[src/rtl/core/assert_macros.svh]
// Assertion macros shared by the RTL files of the disparity merge block.
// Each macro expects clk_i and rst_ni to be visible where it is used.
`ifndef ASSERT_MACROS_SVH
`define ASSERT_MACROS_SVH

// Property must hold at every rising clock edge outside reset.
`define ASSERT_CLK(lbl, prop, msg) \
  lbl: assert property (@(posedge clk_i) disable iff (!rst_ni) (prop)) else $error(msg);

// Condition must never be seen at a rising clock edge outside reset.
`define ASSERT_NEVER(lbl, cond, msg) \
  lbl: assert property (@(posedge clk_i) disable iff (!rst_ni) !(cond)) else $error(msg);

`endif

[src/rtl/core/sdm_pkg.sv]
// Shared types and constants for the stereo disparity merge block.
// Used by the controller, the datapath and the top level; depends on nothing.
`timescale 1ns / 1ps
`default_nettype none

package sdm_pkg;

  // Field and arithmetic widths
  localparam int DISP_W      = 16;
  localparam int SCALE_SHIFT = 4;
  localparam int FRAC_BITS   = 13;
  localparam int CNT_W       = 23;
  localparam int RATIO_W     = 16;
  localparam int THRESH_W    = 28;
  localparam int MODE_W      = 2;
  localparam int CFG_DATA_W  = 28;
  localparam int CFG_IDX_W   = 2;
  localparam int SUM_W       = 48;
  localparam int SQ_SUM_W    = 63;
  localparam int SQ_DROP     = 16;

  // Derived widths of the difference path
  localparam int WHOLE_W = DISP_W - SCALE_SHIFT;
  localparam int VQ_W    = WHOLE_W + FRAC_BITS;
  localparam int PROD_W  = WHOLE_W + RATIO_W + 1;
  localparam int D_W     = PROD_W + 1;
  localparam int DIFF_W  = D_W - 1;
  localparam int SQ_W    = 2 * DIFF_W;
  localparam int OUT_W   = DISP_W + 4 * CNT_W + SUM_W + SQ_SUM_W;
  localparam int OUT_BYTES_W = ((OUT_W + 7) / 8) * 8;

  // Largest whole-pixel difference that still fits after scaling back up
  localparam int DIFF_IMG_LIM = (2 ** (DISP_W - 1) - 1) >> SCALE_SHIFT;

  // Configuration register indexes
  typedef enum logic [CFG_IDX_W-1:0] {
    CFG_RATIO  = 2'd0,
    CFG_THRESH = 2'd1,
    CFG_MODE   = 2'd2,
    CFG_EMPTY  = 2'd3
  } cfg_index_e;

  // Merge mode codes; the unused code behaves as the default merge
  localparam logic [MODE_W-1:0] MODE_DEFAULT      = 2'd0;
  localparam logic [MODE_W-1:0] MODE_CONSERVATIVE = 2'd1;
  localparam logic [MODE_W-1:0] MODE_DIFF_IMAGE   = 2'd2;

  // Step commands from the controller to the datapath
  typedef struct packed {
    logic load;
    logic mul;
    logic diff;
    logic sqr;
    logic acc;
  } sdm_cmd_t;

endpackage

`default_nettype wire

[src/rtl/core/sdm_ctrl.sv]
// Sequencer of the disparity merge block: steps one pixel through the datapath
// and owns the output word valid flag. Depends on sdm_pkg.
`timescale 1ns / 1ps
`default_nettype none

module sdm_ctrl (
  input  wire logic             clk_i,
  input  wire logic             rst_ni,
  input  wire logic             s_valid_i,
  output logic                  s_ready_o,
  input  wire logic             m_ready_i,
  output logic                  m_valid_o,
  output sdm_pkg::sdm_cmd_t     cmd_o
);
  import sdm_pkg::*;

  typedef enum logic [2:0] {
    ST_IDLE,
    ST_MUL,
    ST_DIFF,
    ST_SQR,
    ST_ACC
  } state_e;

  state_e state_q, state_d;
  logic   out_valid_q, out_valid_d;
  logic   acc_go;

  // The accumulate step waits until the output register is free or emptying
  assign acc_go = (state_q == ST_ACC) && (!out_valid_q || m_ready_i);

  always_comb begin
    state_d     = state_q;
    out_valid_d = out_valid_q;
    if (out_valid_q && m_ready_i) begin
      out_valid_d = 1'b0;
    end
    unique case (state_q)
      ST_IDLE: begin
        if (s_valid_i) begin
          state_d = ST_MUL;
        end
      end
      ST_MUL:  state_d = ST_DIFF;
      ST_DIFF: state_d = ST_SQR;
      ST_SQR:  state_d = ST_ACC;
      ST_ACC: begin
        if (acc_go) begin
          state_d     = ST_IDLE;
          out_valid_d = 1'b1;
        end
      end
      default: state_d = ST_IDLE;
    endcase
  end

  // State and output valid flag
  always_ff @(posedge clk_i or negedge rst_ni) begin
    if (!rst_ni) begin
      state_q     <= ST_IDLE;
      out_valid_q <= 1'b0;
    end else begin
      state_q     <= state_d;
      out_valid_q <= out_valid_d;
    end
  end

  assign s_ready_o  = (state_q == ST_IDLE);
  assign m_valid_o  = out_valid_q;

  // Step commands
  assign cmd_o.load = s_ready_o && s_valid_i;
  assign cmd_o.mul  = (state_q == ST_MUL);
  assign cmd_o.diff = (state_q == ST_DIFF);
  assign cmd_o.sqr  = (state_q == ST_SQR);
  assign cmd_o.acc  = acc_go;

endmodule

`default_nettype wire

[src/rtl/core/sdm_datapath.sv]
// Datapath of the disparity merge block: difference, merge choice, frame
// statistics and the output word registers. Depends on sdm_pkg.
`timescale 1ns / 1ps
`default_nettype none

module sdm_datapath (
  input  wire logic                                clk_i,
  input  wire logic                                rst_ni,
  input  wire sdm_pkg::sdm_cmd_t                   cmd_i,
  input  wire logic signed [sdm_pkg::DISP_W-1:0]   vert_disp_i,
  input  wire logic signed [sdm_pkg::DISP_W-1:0]   horiz_disp_i,
  input  wire logic                                frame_end_i,
  input  wire logic [sdm_pkg::RATIO_W-1:0]         ratio_i,
  input  wire logic [sdm_pkg::THRESH_W-1:0]        thresh_i,
  input  wire logic [sdm_pkg::MODE_W-1:0]          mode_i,
  input  wire logic signed [sdm_pkg::DISP_W-1:0]   empty_code_i,
  output logic signed [sdm_pkg::DISP_W-1:0]        merged_disp_o,
  output logic [sdm_pkg::CNT_W-1:0]                vert_valid_count_o,
  output logic [sdm_pkg::CNT_W-1:0]                horiz_valid_count_o,
  output logic [sdm_pkg::CNT_W-1:0]                merged_valid_count_o,
  output logic [sdm_pkg::CNT_W-1:0]                both_valid_count_o,
  output logic [sdm_pkg::SUM_W-1:0]                diff_sum_o,
  output logic [sdm_pkg::SQ_SUM_W-1:0]             diff_square_sum_o,
  output logic                                     last_out_o
);
  import sdm_pkg::*;

  function automatic logic [CNT_W-1:0] cnt_inc(input logic [CNT_W-1:0] c);
    return (&c) ? c : c + CNT_W'(1);
  endfunction

  // Pixel registers
  logic signed [DISP_W-1:0] v_q, h_q;
  logic                     last_q, v_empty_q, h_empty_q;
  logic signed [PROD_W-1:0] prod_q, prod_d;
  logic [DIFF_W-1:0]        diff_q, diff_d;
  logic [SQ_W-1:0]          sq_q;
  logic signed [DISP_W-1:0] res_q, res_d;

  // Frame accumulators
  logic [CNT_W-1:0]    vert_acc_q, horiz_acc_q, merged_acc_q, both_acc_q;
  logic [CNT_W-1:0]    vert_new, horiz_new, merged_new, both_new;
  logic [SUM_W-1:0]    diff_acc_q, diff_new;
  logic [SQ_SUM_W-1:0] sq_acc_q, sq_new;
  logic [SUM_W:0]      diff_sum_ext;
  logic [SQ_SUM_W:0]   sq_sum_ext;

  // Intermediate values
  logic signed [WHOLE_W-1:0] h_whole, v_whole;
  logic signed [VQ_W-1:0]    vq;
  logic signed [D_W-1:0]     d_full, d_abs;
  logic                      both, disagree;
  logic [DIFF_W-FRAC_BITS-1:0] whole_diff;
  logic signed [DISP_W:0]    pair_sum, pair_adj;

  assign both = !v_empty_q && !h_empty_q;

  // Whole-pixel horizontal disparity times the baseline ratio
  assign h_whole = WHOLE_W'(h_q >>> SCALE_SHIFT);
  assign prod_d  = PROD_W'(h_whole) * PROD_W'($signed({1'b0, ratio_i}));

  // Absolute difference in Q.13 pixels
  assign v_whole = WHOLE_W'(v_q >>> SCALE_SHIFT);
  assign vq      = {v_whole, {FRAC_BITS{1'b0}}};
  assign d_full  = D_W'(vq) - D_W'(prod_q);
  assign d_abs   = d_full[D_W-1] ? -d_full : d_full;
  assign diff_d  = DIFF_W'(d_abs);

  // Merge choice from the registered difference
  assign disagree   = diff_q > DIFF_W'(thresh_i);
  assign whole_diff = diff_q[DIFF_W-1:FRAC_BITS];
  assign pair_sum   = (DISP_W+1)'(h_q) + (DISP_W+1)'(v_q);
  assign pair_adj   = pair_sum + $signed({{DISP_W{1'b0}}, pair_sum[DISP_W]});

  always_comb begin
    res_d = empty_code_i;
    if (mode_i == MODE_CONSERVATIVE) begin
      if (both && !disagree) begin
        res_d = h_q;
      end
    end else begin
      priority if (h_empty_q) begin
        res_d = v_empty_q ? empty_code_i : v_q;
      end else if (!v_empty_q) begin
        res_d = disagree ? empty_code_i : DISP_W'(pair_adj >>> 1);
      end else begin
        res_d = h_q;
      end
      // Difference image: the whole-pixel difference, back at input scale
      if (mode_i == MODE_DIFF_IMAGE && both) begin
        if (whole_diff > (DIFF_W-FRAC_BITS)'(DIFF_IMG_LIM)) begin
          res_d = DISP_W'(2 ** (DISP_W - 1) - 1);
        end else begin
          res_d = $signed(DISP_W'(whole_diff) << SCALE_SHIFT);
        end
      end
    end
  end

  // Accumulator updates with saturation
  assign diff_sum_ext = {1'b0, diff_acc_q} + (SUM_W+1)'(diff_q);
  assign sq_sum_ext   = {1'b0, sq_acc_q} + (SQ_SUM_W+1)'(sq_q[SQ_W-1:SQ_DROP]);

  always_comb begin
    vert_new   = v_empty_q ? vert_acc_q : cnt_inc(vert_acc_q);
    horiz_new  = h_empty_q ? horiz_acc_q : cnt_inc(horiz_acc_q);
    both_new   = both ? cnt_inc(both_acc_q) : both_acc_q;
    merged_new = (res_q != empty_code_i) ? cnt_inc(merged_acc_q) : merged_acc_q;
    diff_new   = diff_acc_q;
    sq_new     = sq_acc_q;
    if (both) begin
      diff_new = diff_sum_ext[SUM_W] ? {SUM_W{1'b1}} : diff_sum_ext[SUM_W-1:0];
      sq_new   = sq_sum_ext[SQ_SUM_W] ? {SQ_SUM_W{1'b1}} : sq_sum_ext[SQ_SUM_W-1:0];
    end
  end

  // Pipeline payload registers
  always_ff @(posedge clk_i) begin
    if (cmd_i.load) begin
      v_q       <= vert_disp_i;
      h_q       <= horiz_disp_i;
      last_q    <= frame_end_i;
      v_empty_q <= (vert_disp_i == empty_code_i);
      h_empty_q <= (horiz_disp_i == empty_code_i);
    end
    if (cmd_i.mul) begin
      prod_q <= prod_d;
    end
    if (cmd_i.diff) begin
      diff_q <= diff_d;
    end
    if (cmd_i.sqr) begin
      sq_q  <= SQ_W'(diff_q) * SQ_W'(diff_q);
      res_q <= res_d;
    end
  end

  // Output word registers
  always_ff @(posedge clk_i) begin
    if (cmd_i.acc) begin
      merged_disp_o        <= res_q;
      vert_valid_count_o   <= vert_new;
      horiz_valid_count_o  <= horiz_new;
      merged_valid_count_o <= merged_new;
      both_valid_count_o   <= both_new;
      diff_sum_o           <= diff_new;
      diff_square_sum_o    <= sq_new;
      last_out_o           <= last_q;
    end
  end

  // Frame accumulators, cleared after the last pixel of a frame
  always_ff @(posedge clk_i or negedge rst_ni) begin
    if (!rst_ni) begin
      vert_acc_q   <= '0;
      horiz_acc_q  <= '0;
      merged_acc_q <= '0;
      both_acc_q   <= '0;
      diff_acc_q   <= '0;
      sq_acc_q     <= '0;
    end else if (cmd_i.acc) begin
      if (last_q) begin
        vert_acc_q   <= '0;
        horiz_acc_q  <= '0;
        merged_acc_q <= '0;
        both_acc_q   <= '0;
        diff_acc_q   <= '0;
        sq_acc_q     <= '0;
      end else begin
        vert_acc_q   <= vert_new;
        horiz_acc_q  <= horiz_new;
        merged_acc_q <= merged_new;
        both_acc_q   <= both_new;
        diff_acc_q   <= diff_new;
        sq_acc_q     <= sq_new;
      end
    end
  end

endmodule

`default_nettype wire

[src/rtl/core/stereo_disparity_merge.sv]
// Top level of the stereo disparity merge block: stream ports, configuration
// registers, sequencer and datapath. Depends on sdm_pkg, sdm_ctrl, sdm_datapath.
//
//   Channel   Direction  Word contents
//   s_axis    in         tdata: vert_disp, horiz_disp; tlast: frame_end
//   m_axis    out        tdata: merged_disp, four counts, two sums; tlast: last_out
//   cfg       in         write enable, register index, write data
//
// A pixel goes through the steps accept, multiply, difference, square, accumulate.
// The sequencer runs one pixel at a time through the datapath.
// The accumulate step holds while the output register is still full and unread.
// A new pixel is accepted while the previous result waits on m_axis.
// Reset clears the sequencer, the output valid flag and the frame statistics.
`timescale 1ns / 1ps
`default_nettype none

`include "assert_macros.svh"

module stereo_disparity_merge (
  input  wire logic                              clk_i,
  input  wire logic                              rst_ni,
  // tdata: vert_disp [15:0], horiz_disp [31:16]
  input  wire logic [31:0]                       s_axis_tdata_i,
  input  wire logic                              s_axis_tlast_i,
  input  wire logic                              s_axis_tvalid_i,
  output logic                                   s_axis_tready_o,
  // tdata: merged_disp [15:0], vert_valid_count [38:16],
  // horiz_valid_count [61:39], merged_valid_count [84:62],
  // both_valid_count [107:85], diff_sum [155:108], diff_square_sum [218:156],
  // zero fill [223:219]
  output logic [sdm_pkg::OUT_BYTES_W-1:0]        m_axis_tdata_o,
  output logic                                   m_axis_tlast_o,
  output logic                                   m_axis_tvalid_o,
  input  wire logic                              m_axis_tready_i,
  input  wire logic                              cfg_we_i,
  input  wire logic [sdm_pkg::CFG_IDX_W-1:0]     cfg_index_i,
  input  wire logic [sdm_pkg::CFG_DATA_W-1:0]    cfg_wdata_i
);
  import sdm_pkg::*;

  logic [RATIO_W-1:0]       ratio_q;
  logic [THRESH_W-1:0]      thresh_q;
  logic [MODE_W-1:0]        mode_q;
  logic signed [DISP_W-1:0] empty_q;
  sdm_cmd_t                 cmd;

  logic signed [DISP_W-1:0] merged_disp;
  logic [CNT_W-1:0]         vert_cnt, horiz_cnt, merged_cnt, both_cnt;
  logic [SUM_W-1:0]         diff_sum;
  logic [SQ_SUM_W-1:0]      sq_sum;

  // Configuration registers
  always_ff @(posedge clk_i or negedge rst_ni) begin
    if (!rst_ni) begin
      ratio_q  <= RATIO_W'(8192);
      thresh_q <= THRESH_W'(8192);
      mode_q   <= MODE_DEFAULT;
      empty_q  <= DISP_W'(16'h8000);
    end else if (cfg_we_i) begin
      unique case (cfg_index_e'(cfg_index_i))
        CFG_RATIO:  ratio_q  <= cfg_wdata_i[RATIO_W-1:0];
        CFG_THRESH: thresh_q <= cfg_wdata_i[THRESH_W-1:0];
        CFG_MODE:   mode_q   <= cfg_wdata_i[MODE_W-1:0];
        CFG_EMPTY:  empty_q  <= cfg_wdata_i[DISP_W-1:0];
        default:    ;
      endcase
    end
  end

  sdm_ctrl u_ctrl (
    .clk_i     (clk_i),
    .rst_ni    (rst_ni),
    .s_valid_i (s_axis_tvalid_i),
    .s_ready_o (s_axis_tready_o),
    .m_ready_i (m_axis_tready_i),
    .m_valid_o (m_axis_tvalid_o),
    .cmd_o     (cmd)
  );

  sdm_datapath u_datapath (
    .clk_i                (clk_i),
    .rst_ni               (rst_ni),
    .cmd_i                (cmd),
    .vert_disp_i          (s_axis_tdata_i[DISP_W-1:0]),
    .horiz_disp_i         (s_axis_tdata_i[2*DISP_W-1:DISP_W]),
    .frame_end_i          (s_axis_tlast_i),
    .ratio_i              (ratio_q),
    .thresh_i             (thresh_q),
    .mode_i               (mode_q),
    .empty_code_i         (empty_q),
    .merged_disp_o        (merged_disp),
    .vert_valid_count_o   (vert_cnt),
    .horiz_valid_count_o  (horiz_cnt),
    .merged_valid_count_o (merged_cnt),
    .both_valid_count_o   (both_cnt),
    .diff_sum_o           (diff_sum),
    .diff_square_sum_o    (sq_sum),
    .last_out_o           (m_axis_tlast_o)
  );

  // Output word packing, first field in the lowest bits
  assign m_axis_tdata_o = OUT_BYTES_W'({sq_sum, diff_sum, both_cnt, merged_cnt,
                                         horiz_cnt, vert_cnt, merged_disp});

  // Checks on the sequencer
  `ASSERT_CLK(a_load_then_mul, cmd.load |=> cmd.mul, "pixel accepted but multiply step missed")
  `ASSERT_CLK(a_steps_in_order, cmd.mul |=> cmd.diff ##1 cmd.sqr, "pipeline steps out of order")
  `ASSERT_CLK(a_acc_gives_word, cmd.acc |=> m_axis_tvalid_o, "accumulate step left no output word")
  `ASSERT_NEVER(a_one_step, !$onehot0({cmd.load, cmd.mul, cmd.diff, cmd.sqr, cmd.acc}), "two steps at once")

endmodule

`default_nettype wire

[config.mk]
export PLATFORM = sky130hd
export DESIGN_NAME = stereo_disparity_merge
export DESIGN_NICKNAME = d
export VERILOG_FILES = /design/src/rtl/core/sdm_pkg.sv /design/src/rtl/core/sdm_ctrl.sv /design/src/rtl/core/sdm_datapath.sv /design/src/rtl/core/stereo_disparity_merge.sv
export VERILOG_INCLUDE_DIRS = /design/src /design/src/rtl/core
export SDC_FILE = /design/constraint.sdc
export NUM_CORES = 2
export LEC_CHECK = 0
export BUFFER_PORTS_ARGS = -buffer_cell sky130_fd_sc_hd__buf_2
export CORE_MARGIN = 4
export CORE_UTILIZATION = 55
export DETAILED_ROUTE_END_ITERATION = 8
export MAX_ROUTING_LAYER = met4
export PLACE_DENSITY = 0.78
export REMOVE_ABC_BUFFERS = 1
export SLEW_MARGIN = 20
export SYNTH_ARGS = -nofsm -noshare
export SYNTH_HDL_FRONTEND = slang
export SYNTH_SLANG_ARGS = --single-unit
[constraint.sdc]
create_clock -name clk_i -period 21.7 [get_ports clk_i]
set_clock_uncertainty 0.1 [all_clocks]
set_input_delay 2.17 -clock clk_i [delete_from_list [all_inputs] [get_ports clk_i]]
set_output_delay 2.17 -clock clk_i [all_outputs]
set_load 0.1 [all_outputs]
==> summary.txt <==
Clocking
  • Clk buf depth: 3
  • Clock sink count: 640
  • Reg clk slew, reported paths: around 0.07 ns
  • Root buf cell: clkbuf_16
  • Setup Fix Bufs, Post-CTS: 0
  • Hold buffer count at cts: 0
  • CTS tree: yes
  • Clock Latency Late Sink: 0.68 ns
  • CTS buffer count: 70
  • PostCTS Resize Cnt: 0
  • Htree depth: 3

Global routing
  • Largest net degree at the start of global routing: 111
  • GRT Util Overall: between 20 and 30%
  • Vias in the first global route: between 40000 and 50000
  • Overflow after GRT: 0
  • First-pass GRT wire length: 272 mm
  • Antenna violations before repair: 1

Detailed routing
  • TritonRoute pass-1 iters: 5
  • Routed Antenna Nets: 0
  • Routed len/inst: 21.1 um
  • Number of DRC markers in iteration 0: 4170
  • Routed WL: 171 mm
  • DR DRC count: 0
  • Routed via count: 47201
  • Vias per inst: slightly below 6

Floorplan
  • Die Ht: 349 um
  • Die area: 0.122 sq mm
  • Die W: around 350 um
  • Initial Util: between 50% and 60%
  • # rows: 124
  • Ports: 295
  • CORE AREA: 0.115 sq mm

Layout
  • Layout fillers: 9457
  • Final Util: about three fifths
  • Most frequent cells in the layout: 1055 x inv_1, 793 x fa_1, 590 x nand2_1, 474 x ha_1, 371 x edfxtp_1
  • Nets@finish: 7853
  • Most common cell after layout, fill and taps aside: inv_1
  • Area Growth Syn to Fin: 8.14%
  • Share of layout cells above drive strength 1: 10.0%

Setup path
  • CP max FO: 19
  • Crit end category: flop
  • Crit Path Class: reg -> reg
  • Worst setup SP type: flop
  • Arrival time at the worst endpoint: ~9.5 ns
  • Slowest cell on crit path: edfxtp_1
  • Crit Reg-Reg Startpoint: u_datapath.diff_q[17]
  • CP max stage delay: between 0.9 and 1 ns
  • CP required: 21.98 ns
  • Setup crit start: u_datapath.diff_q[17]
  • CP top delay family: adder cells
  • Crit path buf inv count: 4
  • CP dominant cell by count: fa_1

Job
  • Max_cap viols: 0

Timing
  • Setup violators final: 0
  • Final period util: 42.5%
  • Final Max Tran Viols: 0
  • Tightest Pin Transition: 1.07 ns
  • Fin crit period: 9.22 ns
  • Fmax: roughly 0.11 GHz
  • RSZ-0062 raised after global routing: no
  • Slew HR: 28.3%
  • Hold Fails Final Rpt: 0
  • Setup TNS Final: 0 ns

Min path
  • Tightest Hold Check Type: reg -> reg
  • Hold path start: u_datapath.res_q[9]

Synthesis
  • Syn Inst Count: roughly 6400
  • Cell variety after synth: 102
  • Synth warn: 0
  • EDFF count, synth: 371
  • Seq cells post-synth: 640
  • Fraction of registers with async set/reset: 42.0%
  • Avg Cell Area, Syn: about 10 sq um
  • Post-Syn Area: 0.0639 sq mm
  • Top_reg_cell synth: edfxtp_1
  • Post-synthesis sequential area ratio: 28.0%

Place
  • I/O Buffers: 289
  • Gpl congestion: 0.973
  • Post-DP HPWL: between 100 and 150 mm

Outcome
  • Status: finished, final reports clean
## metal layers
| layer | wire length (um) | global-route usage, % | part of all wire [%] |
|---|---|---|---|
| met2 | 79500 | 46.3 | 47 |
| met3 | 15100 | 4.35 | 8.8 |
| met1 | 69300 | 38.9 | 41 |
| met5 | 0 | - | 0 |
| met4 | 7030 | 11.0 | 4.1 |
## area by class of cell
cell class / count / area (sq um) / share of cell area, %
inverters: 1062 / 3990 / 5.78
well taps: 1512 / 1890 / 2.74
multi-input cells: 4386 / 40900 / 59.3
clock inverters: 33 / 395 / 0.573
flip-flops and latches: 640 / 17900 / 25.9
diodes: 3 / 7.51 / 0.0109
repair buffers: 358 / 1970 / 2.86
clock buffers: 97 / 1970 / 2.86
## synth_stat cells (50+ instances only)
cell type	n	area (sq um)
a21o_1	78	586
a21oi_1	236	1180
a22o_1	57	499
a31oi_1	71	444
and2_1	265	1660
and3_1	56	350
clkbuf_1	243	912
dfrtp_1	266	6660
edfxtp_1	371	11100
fa_1	793	15900
ha_1	474	5930
inv_1	1056	3960
mux2_2	93	1050
nand2_1	590	2210
nand3_1	114	571
nand4_1	61	382
nor2_1	302	1130
nor2b_1	51	319
nor3_1	66	330
o21ai_0	221	1110
o31ai_1	50	375
xnor2_1	257	2250
xor2_1	110	963
## worst reg2reg max path, cell delays in order (launching register included)
cell and delay, ns:
edfxtp_1 0.93, buf_4 0.42, nand2_1 0.15, inv_1 0.10, fa_1 0.43, fa_1 0.49, fa_1 0.51, inv_1 0.05
fa_1 0.51, inv_1 0.06, fa_1 0.48, fa_1 0.59, fa_1 0.45, fa_1 0.47, ha_1 0.36, o21ai_0 0.12
a21oi_1 0.19, o311ai_0 0.23, o2111ai_1 0.41, a21oi_1 0.21, a21boi_0 0.44, a21oi_1 0.24, a31o_2 0.34, o21bai_1 0.32
a31oi_1 0.15, xnor2_1 0.16
## kinds of logic after synthesis
family          Yosys count  synth area share [%]
xor+xnor                368                  5.06
buf+inv                1344                  8.02
compound gates          998                  10.3
fa+ha+maj              1267                  34.1
flops                   640                  28.0
other cells               1               0.00587
mux                     113                  2.03
simple gates           1635                  12.4
## per-stage QoR
stage	instances	instance area [sq um]	worst slack [ns]	hold WS [ns]
after floorplan	6088	62700	7.67	0.349
after global placement	7958	66700	12.82	0.361
after detailed placement	7958	66700	12.65	0.362
after CTS	8088	69000	12.61	0.379
after global routing	8089	69100	11.99	0.394
final	8091	69100	12.48	0.378
## final timing paths
path                                               end  slack, ns  depth (start not counted)
max reg2reg                        u_datapath.sq_q[43]      12.48                         25
max                                u_datapath.sq_q[43]      12.48                         25
min                        u_datapath.merged_disp_o[9]       0.38                          0
max in group asynchronous                 thresh_q[25]      17.76                          3
min reg2reg                u_datapath.merged_disp_o[9]       0.38                          0
min in group asynchronous    u_datapath.both_acc_q[21]       1.42                          1
## sequential cells by signal (all words and copies together) (netlist names), 23 cells and up
signal / flops
u_datapath.diff_square_sum_o: 63
u_datapath.sq_acc_q: 63
u_datapath.diff_acc_q: 48
u_datapath.diff_sum_o: 48
u_datapath.sq_q: 42
u_datapath.diff_q: 29
u_datapath.prod_q: 29
thresh_q: 28
u_datapath.both_acc_q: 23
u_datapath.both_valid_count_o: 23
u_datapath.horiz_acc_q: 23
u_datapath.horiz_valid_count_o: 23
u_datapath.merged_acc_q: 23
u_datapath.merged_valid_count_o: 23
u_datapath.vert_acc_q: 23
u_datapath.vert_valid_count_o: 23
Power is left out: the tool's default activity adds up to more than one toggle a clock period on the data nets, which glitch-free logic cannot reach.
